--- src/hdl/acld_pkg.sv ---
// shared types, command patterns and character codes for the command line decoder
package acld_pkg;

  localparam int unsigned PAT_COUNT = 11;
  localparam int unsigned PAT_MAX   = 11;
  localparam int unsigned ARG_W     = 32;

  typedef enum logic [1:0] {
    OUT_OK       = 2'd0,
    OUT_BAD_ARG  = 2'd1,
    OUT_UNKNOWN  = 2'd2,
    OUT_TOO_LONG = 2'd3
  } outcome_e;

  typedef enum logic [3:0] {
    CMD_HELP       = 4'd0,
    CMD_PING       = 4'd1,
    CMD_ID         = 4'd2,
    CMD_TEMP       = 4'd3,
    CMD_ZERO       = 4'd4,
    CMD_R42        = 4'd5,
    CMD_TC_QUERY   = 4'd6,
    CMD_TC_STOP    = 4'd7,
    CMD_TC_CURRENT = 4'd8,
    CMD_TC_TEMP    = 4'd9
  } command_e;

  typedef enum logic [1:0] {
    PH_LEAD   = 2'd0,
    PH_DIGITS = 2'd1,
    PH_TRAIL  = 2'd2
  } arg_phase_e;

  localparam logic [7:0] CHAR_CR    = 8'h0D;
  localparam logic [7:0] CHAR_LF    = 8'h0A;
  localparam logic [7:0] CHAR_NUL   = 8'h00;
  localparam logic [7:0] CHAR_SPACE = 8'h20;
  localparam logic [7:0] CHAR_MINUS = 8'h2D;
  localparam logic [7:0] CHAR_PLUS  = 8'h2B;
  localparam logic [7:0] CHAR_ZERO  = 8'h30;
  localparam logic [7:0] CHAR_NINE  = 8'h39;

  // patterns padded on the right, first character in the top byte
  localparam logic [8*PAT_MAX-1:0] PAT_TEXT [PAT_COUNT] = '{
    "HELP       ", "?          ", "PING       ", "ID?        ", "TEMP?      ",
    "ZERO       ", "R42?       ", "TC?        ", "TC STOP    ", "TC CURRENT ",
    "TC TEMP    "
  };

  localparam logic [3:0] PAT_LEN [PAT_COUNT] = '{
    4'd4, 4'd1, 4'd4, 4'd3, 4'd5, 4'd4, 4'd4, 4'd3, 4'd7, 4'd11, 4'd8
  };

  localparam command_e PAT_CODE [PAT_COUNT] = '{
    CMD_HELP, CMD_HELP, CMD_PING, CMD_ID, CMD_TEMP, CMD_ZERO, CMD_R42,
    CMD_TC_QUERY, CMD_TC_STOP, CMD_TC_CURRENT, CMD_TC_TEMP
  };

  // number of exact-match patterns and the index of the first argument prefix
  localparam int unsigned EXACT_COUNT = 9;

  typedef struct packed {
    logic       clear;
    logic       feed;
    logic [7:0] data;
  } arg_ctrl_t;

  typedef struct packed {
    logic             ok;
    logic [ARG_W-1:0] value;
  } arg_stat_t;

  function automatic logic [7:0] pat_char(logic [8*PAT_MAX-1:0] text, logic [3:0] pos);
    logic [8*PAT_MAX-1:0] shifted;
    shifted = text << {pos, 3'b000};
    return shifted[8*PAT_MAX-1 -: 8];
  endfunction

endpackage

--- src/hdl/acld_arg.sv ---
// signed decimal argument parser with wrapping accumulate
module acld_arg (
  input  logic              clk_i,
  input  logic              rst_ni,
  input  acld_pkg::arg_ctrl_t ctrl_i,
  output acld_pkg::arg_stat_t stat_o
);
  import acld_pkg::*;

  arg_phase_e       phase_q, phase_d;
  logic [ARG_W-1:0] accum_q, accum_d;
  logic             neg_q, neg_d;
  logic             seen_q, seen_d;
  logic             invalid_q, invalid_d;

  logic             digit;
  logic [ARG_W-1:0] times_ten;

  assign digit     = (ctrl_i.data >= CHAR_ZERO) && (ctrl_i.data <= CHAR_NINE);
  // ascii digits carry their value in the low nibble
  assign times_ten = (accum_q << 3) + (accum_q << 1) + {{(ARG_W-4){1'b0}}, ctrl_i.data[3:0]};

  always_ff @(posedge clk_i or negedge rst_ni) begin
    if (!rst_ni) begin
      phase_q   <= PH_LEAD;
      accum_q   <= '0;
      neg_q     <= 1'b0;
      seen_q    <= 1'b0;
      invalid_q <= 1'b0;
    end else begin
      phase_q   <= phase_d;
      accum_q   <= accum_d;
      neg_q     <= neg_d;
      seen_q    <= seen_d;
      invalid_q <= invalid_d;
    end
  end

  always_comb begin
    phase_d   = phase_q;
    accum_d   = accum_q;
    neg_d     = neg_q;
    seen_d    = seen_q;
    invalid_d = invalid_q;
    if (ctrl_i.clear) begin
      phase_d   = PH_LEAD;
      accum_d   = '0;
      neg_d     = 1'b0;
      seen_d    = 1'b0;
      invalid_d = 1'b0;
    end else if (ctrl_i.feed && !invalid_q) begin
      unique case (phase_q)
        PH_LEAD: begin
          if (ctrl_i.data == CHAR_SPACE) begin
            phase_d = PH_LEAD;
          end else if (ctrl_i.data == CHAR_MINUS) begin
            neg_d   = 1'b1;
            phase_d = PH_DIGITS;
          end else if (ctrl_i.data == CHAR_PLUS) begin
            phase_d = PH_DIGITS;
          end else if (digit) begin
            accum_d = times_ten;
            seen_d  = 1'b1;
            phase_d = PH_DIGITS;
          end else begin
            invalid_d = 1'b1;
          end
        end
        PH_DIGITS: begin
          if (digit) begin
            accum_d = times_ten;
            seen_d  = 1'b1;
          end else if (ctrl_i.data == CHAR_SPACE) begin
            phase_d = PH_TRAIL;
          end else begin
            invalid_d = 1'b1;
          end
        end
        default: begin
          if (ctrl_i.data != CHAR_SPACE) begin
            invalid_d = 1'b1;
          end
        end
      endcase
    end
  end

  assign stat_o.ok    = seen_q && !invalid_q;
  assign stat_o.value = neg_q ? (~accum_q + {{(ARG_W-1){1'b0}}, 1'b1}) : accum_q;

endmodule

--- src/hdl/ascii_command_line_decoder_core.sv ---
// ascii command line decoder: line assembly, command matching and result register
// a line's last byte is registered in the input register on accept, and its result is
// registered in the result register when that byte is processed
// throughput: one byte per cycle absent output stalls; single-pass match, multiply-by-ten
// reset: all line state clears at once, no clearing pass; both word registers empty
module ascii_command_line_decoder_core #(
  parameter int unsigned MAX_LINE = 96
) (
  input  logic                        clk_i,
  input  logic                        rst_ni,
  input  logic                        in_valid_i,
  output logic                        in_ready_o,
  input  logic [7:0]                  rx_byte_i,
  output logic                        out_valid_o,
  input  logic                        out_ready_i,
  output logic [1:0]                  outcome_o,
  output logic [3:0]                  command_o,
  output logic signed [acld_pkg::ARG_W-1:0] argument_o
);
  import acld_pkg::*;

  localparam int unsigned CntW = $clog2(MAX_LINE);
  localparam logic [CntW-1:0] MaxHeld = CntW'(MAX_LINE - 1);

  // input register
  logic       in_valid_q;
  logic [7:0] byte_q;
  logic       proc;

  // line state
  logic [CntW-1:0]      count_q, count_d;
  logic [CntW-1:0]      text_len_q, text_len_d;
  logic [PAT_COUNT-1:0] mask_q, mask_d;
  logic                 ended_q, ended_d;

  // result register
  logic             out_valid_q;
  outcome_e         outcome_q, outcome_d;
  command_e         command_q, command_d;
  logic [ARG_W-1:0] arg_q, arg_d;
  logic             res_valid;

  arg_ctrl_t arg_ctrl;
  arg_stat_t arg_stat;

  logic            is_eol;
  logic            at_limit;
  logic [7:0]      pos8;
  logic [7:0]      len8;
  logic            feed_hit;
  logic            found;

  assign proc       = in_valid_q && (!out_valid_q || out_ready_i);
  assign in_ready_o = !in_valid_q || proc;

  always_ff @(posedge clk_i or negedge rst_ni) begin
    if (!rst_ni) begin
      in_valid_q <= 1'b0;
    end else if (in_ready_o) begin
      in_valid_q <= in_valid_i;
    end
  end

  always_ff @(posedge clk_i) begin
    if (in_valid_i && in_ready_o) begin
      byte_q <= rx_byte_i;
    end
  end

  always_ff @(posedge clk_i or negedge rst_ni) begin
    if (!rst_ni) begin
      count_q    <= '0;
      text_len_q <= '0;
      mask_q     <= '1;
      ended_q    <= 1'b0;
      out_valid_q <= 1'b0;
    end else begin
      if (proc) begin
        count_q    <= count_d;
        text_len_q <= text_len_d;
        mask_q     <= mask_d;
        ended_q    <= ended_d;
        out_valid_q <= res_valid;
      end else if (out_ready_i) begin
        out_valid_q <= 1'b0;
      end
    end
  end

  always_ff @(posedge clk_i) begin
    if (proc && res_valid) begin
      outcome_q <= outcome_d;
      command_q <= command_d;
      arg_q     <= arg_d;
    end
  end

  assign is_eol   = (byte_q == CHAR_CR) || (byte_q == CHAR_LF);
  assign at_limit = count_q >= MaxHeld;
  assign pos8     = {{(8-CntW){1'b0}}, count_q};
  assign len8     = {{(8-CntW){1'b0}}, text_len_q};

  always_comb begin
    count_d    = count_q;
    text_len_d = text_len_q;
    mask_d     = mask_q;
    ended_d    = ended_q;
    res_valid  = 1'b0;
    outcome_d  = OUT_UNKNOWN;
    command_d  = CMD_HELP;
    arg_d      = '0;
    feed_hit   = 1'b0;
    found      = 1'b0;
    arg_ctrl.clear = 1'b0;
    arg_ctrl.feed  = 1'b0;
    arg_ctrl.data  = byte_q;

    if (is_eol) begin
      if (count_q != '0) begin
        // end of line: exact commands first, then argument prefixes
        count_d    = '0;
        text_len_d = '0;
        mask_d     = '1;
        ended_d    = 1'b0;
        arg_ctrl.clear = 1'b1;
        if (text_len_q != '0) begin
          res_valid = 1'b1;
          for (int unsigned i = 0; i < EXACT_COUNT; i++) begin
            if (!found && mask_q[i] && (len8 == {4'b0000, PAT_LEN[i]})) begin
              found     = 1'b1;
              outcome_d = OUT_OK;
              command_d = PAT_CODE[i];
            end
          end
          for (int unsigned i = EXACT_COUNT; i < PAT_COUNT; i++) begin
            if (!found && mask_q[i] && (len8 >= {4'b0000, PAT_LEN[i]})) begin
              found     = 1'b1;
              command_d = PAT_CODE[i];
              if (arg_stat.ok) begin
                outcome_d = OUT_OK;
                arg_d     = arg_stat.value;
              end else begin
                outcome_d = OUT_BAD_ARG;
              end
            end
          end
        end
      end
    end else if (at_limit) begin
      count_d    = '0;
      text_len_d = '0;
      mask_d     = '1;
      ended_d    = 1'b0;
      arg_ctrl.clear = 1'b1;
      res_valid  = 1'b1;
      outcome_d  = OUT_TOO_LONG;
    end else begin
      count_d = count_q + 1'b1;
      if (!ended_q) begin
        if (byte_q == CHAR_NUL) begin
          ended_d = 1'b1;
        end else begin
          text_len_d = count_q + 1'b1;
          for (int unsigned i = 0; i < PAT_COUNT; i++) begin
            if (pos8 < {4'b0000, PAT_LEN[i]}) begin
              if (pat_char(PAT_TEXT[i], pos8[3:0]) != byte_q) begin
                mask_d[i] = 1'b0;
              end
            end else if (i >= EXACT_COUNT && mask_q[i]) begin
              feed_hit = 1'b1;
            end
          end
          arg_ctrl.feed = feed_hit;
        end
      end
    end

    // only act on the parser when a word is really taken
    arg_ctrl.clear = arg_ctrl.clear && proc;
    arg_ctrl.feed  = arg_ctrl.feed && proc;
  end

  acld_arg u_arg (
    .clk_i  (clk_i),
    .rst_ni (rst_ni),
    .ctrl_i (arg_ctrl),
    .stat_o (arg_stat)
  );

  assign out_valid_o = out_valid_q;
  assign outcome_o   = outcome_q;
  assign command_o   = command_q;
  assign argument_o  = arg_q;

endmodule
--- config.mk ---
export PLATFORM = sky130hd
export DESIGN_NAME = ascii_command_line_decoder_core
export DESIGN_NICKNAME = d
export VERILOG_FILES = /design/src/hdl/acld_pkg.sv /design/src/hdl/acld_arg.sv /design/src/hdl/ascii_command_line_decoder_core.sv
export SDC_FILE = /design/constraint.sdc
export NUM_CORES = 1
export LEC_CHECK = 0
export ABC_AREA = 0
export ABC_CLOCK_PERIOD_IN_PS = 4440
export CORE_MARGIN = 10
export CORE_UTILIZATION = 45
export DETAILED_ROUTE_END_ITERATION = 12
export DONT_BUFFER_PORTS = 1
export PLACE_DENSITY = 0.6
export SYNTH_ARGS = -nofsm -noshare
export SYNTH_HDL_FRONTEND = slang
export SYNTH_SLANG_ARGS = --single-unit
--- constraint.sdc ---
create_clock -name clk_i -period 4.44 [get_ports clk_i]
set_clock_uncertainty 0.2 [all_clocks]
set_input_delay 0.888 -clock clk_i [delete_from_list [all_inputs] [get_ports clk_i]]
set_output_delay 0.888 -clock clk_i [all_outputs]
set_load 0.05 [all_outputs]
==> metrics.csv <==
metric,value,unit
outcome,finished clean,
synth_cell_types,71,
numCtsBuffers,9,
cts_tree,done,
netlist_instances,951,
p_int,0.002026,W
io-pin-count,52,
portBuffers,0,
clk_pin_slew,80,ps
gr-total-overflow,0,
path_cells,ha_1 > ha_1 > fa_1 > a21o_1 > a31oi_1 > nor2_1 > a221o_1 > o311ai_0 > a211oi_1 > o21a_1 > o31ai_2,
nets,1010,
crit_family,compound AO/OA/AOI/OAI gates,
synth_xor_area_frac,0.08617,
max_stage_delay,580,ps
rrSetupSlack,680,ps
cts.sink_count,111,
rsz0062_at_grt,no,
die-area,0.02436,mm2
routed_wl,21.75,mm
post_cts_buffers,0,
grt_pass1_vias,6582,
drc,0,
slowest_stage,edfxtp_1,
clock.fmax,0.2659,GHz
hold_buffers,0,
end_kind,flip-flop,
ir_worst_vdd,0.1789,mV
slew-limit-headroom,0.2407,
multi_input_area,0.005010,mm2
worstSetupPathType,flip-flop to flip-flop,
drtIter0Drc,610,
globalplace.congestion,0.8890,
rows,49,
hold_viol,0,
synth_area_leader_cell,edfxtp_1,
async_flop_share,0.5856,
hold_path.class,primary input to asynchronous set/reset pin,
synth_compound_area_frac,0.2001,
worstPathMaxFanout,13,
synth-seq-area-share,0.3626,
diodes,0,
synthSimpleGateAreaFrac,0.1967,
leakagePower,3.886,nW
htreeDepth,3,
combPwrFrac,0.328,
start_util,0.4608,
cellPowerDensity,363.3,mW/mm2
synth_fp_nets,1033,
synth_warnings,0,
drt-wirelength-per-cell,18.72,um
synth_top_family_by_area,compound AO/OA/AOI/OAI gates,
fin_total_pwr,0.003213,W
cts_max_path_buffers,2,
cts-resized-gates,0,
yosysTopAreaCellShare,0.1657,
period_share,0.8469,
synthesis.area,0.008334,mm2
first_pass_iters,5,
grt_pass1_wl,35.41,mm
synthTopCellsByArea,"edfxtp_1, dfrtp_1, ha_1",
synth_flop_cell,dfrtp_1,
vias,6902,
synthMuxAreaShare,0.01126,
drive_above_1_share,0.07181,
drtAntennaViolNets,0,
areaGrowthSynthToFinish,6.125,%
hpwlAfterDp,15.77,mm
die_x,156.1,um
synth.ff_latch_count,111,
fin_crit,3760,ps
arrival,3830,ps
nFillCells,1717,
syn_area_per_cell,8.764,um2
crit_path_start_kind,flip-flop,
p_sw,0.001187,W
setup_violations,0,
swShare,0.3694,
clk_latency,360,ps
path_buf_inv,0,
avgViaCountPerCell,5.940,
yosys.area_share.adder,0.1069,
antenna_found_initial,0,
root_buffer,clkbuf_16,
hold_ws,21.54,ps
cap_viol_max_count,0,
setup_tns,0,ps
drv_slew,0,
grt_max_degree,66,
regArea,0.003022,mm2
pwr-share-seq,0.415,
grtUsageTotal,0.1785,
synth_edf_count,46,
core,0.01809,mm2
die_h,156.1,um
required,4510,ps
worst_pin_slew,1139,ps
clock_power_share,0.257,
crit_top_cell,ha_1,
per-stage QoR:
step,instances,utilization,area [um2],worst slack (ps)
after floorplan,951,-,8334,1025
after global placement,1146,0.4730,8554,830.2
after detailed placement,1146,0.4730,8554,701.0
after CTS,1162,0.4890,8845,692.2
after global routing,1162,0.4890,8845,425.3
final,1162,0.4890,8845,679.8
cell usage after synthesis (all sizes together), types with 7 or more instances:
master and n:
a211oi 9, a21o 23, a21oi 57, a31oi 12, and2 7, and3 7, buf 17, clkbuf 39
dfrtp 54, dfstp 11, edfxtp 46, ha 68, inv 19, nand2 86, nand2b 9, nand3 52
nand4 11, nor2 91, nor2b 7, nor3 27, nor4 9, o211ai 7, o21a 8, o21ai 82
o31ai 20, or3 13, xnor2 36, xor2 46
registers in the layout, indices dropped and copies added (netlist names):
register / flops
u_arg.neg_q: 1
out_valid_o: 1
in_valid_q: 1
ended_q: 1
u_arg.invalid_q: 1
mask_q: 11
byte_q: 8
count_q: 7
outcome_o: 2
text_len_q: 7
u_arg.phase_q: 2
argument_o: 32
u_arg.seen_q: 1
u_arg.accum_q: 32
command_o: 4
worst register-to-register path, stage by stage, from the launching register on:
cell and delay [ps]:
edfxtp_1 580, ha_1 290, ha_1 210, fa_1 410, a21o_1 220, a31oi_1 270, nor2_1 110, a221o_1 350
o311ai_0 460, a211oi_1 180, o21a_1 210, o31ai_2 200
worst paths after layout:
path | startpoint | to | depth (start not counted)
setup / recovery | byte_q[1]$_DFFE_PP_ | u_arg.accum_q[24]$_DFFE_PN0P_ | 11
min in group clk_i | u_arg.seen_q$_DFFE_PN0P_ | u_arg.seen_q$_DFFE_PN0P_ | 2
max in group asynchronous | rst_ni | mask_q[8]$_DFFE_PN1P_ | 0
setup reg to reg | byte_q[1]$_DFFE_PP_ | u_arg.accum_q[24]$_DFFE_PN0P_ | 11
hold / removal | rst_ni | count_q[0]$_DFFE_PN0P_ | 0
hold reg to reg | u_arg.seen_q$_DFFE_PN0P_ | u_arg.seen_q$_DFFE_PN0P_ | 2
layer usage:
metal,GRT usage,up-vias,part of all wire
li1,-,3427,-
met1,0.2341,3286,0.46
met2,0.2875,156,0.47
met3,0.02785,33,0.042
met4,0.07326,0,0.030
met5,0,-,0
cell families after synthesis:
group,count (synthesis)
AOI/OAI and AO/OA,262
xor gates and xnor gates,82
adders and majority gates,70
buffers and inverters,75
DFF,111
muxes,9
and+or+nand+nor,342
cell type report:
type,count,area share
multi-input combinational,765,0.5664
sequential,111,0.3416
tap,229,0.03239
clock buffer,11,0.02872
timing repair buffer,22,0.01867
inverter,19,0.008063
clock inverter,5,0.004102
power by group through the flow:
| stage | Sequential [W] | Combinational (W) | Clock (W) |
|---|---|---|---|
| 3_3_place_gp | 0.00135 | 0.00104 | 0 |
| 2_1_floorplan | 0.00128 | 0.000847 | 0 |
| 4_1_cts | 0.00133 | 0.00105 | 0.000843 |
| 5_1_grt | 0.00135 | 0.00118 | 0.000872 |
| 3_5_place_dp | 0.00135 | 0.00104 | 0 |
| 6_report | 0.00133 | 0.00105 | 0.000825 |
cell usage in the layout, fill, tap and decap left out, types with 9 or more instances in the layout:
cell,n
dfrtp_1,54
a21o_1,23
buf_4,22
a31oi_1,12
inv_1,18
nand3_1,52
xnor2_1,36
nand4_1,11
ha_1,68
or3_1,13
clkbuf_16,10
nand2b_1,9
edfxtp_1,46
o21ai_0,81
a211oi_1,9
a21oi_1,56
nor3_1,27
dfstp_2,11
nor2_1,91
nand2_1,86
o31ai_1,17
xor2_1,46
(Power assumes the default switching activity.)
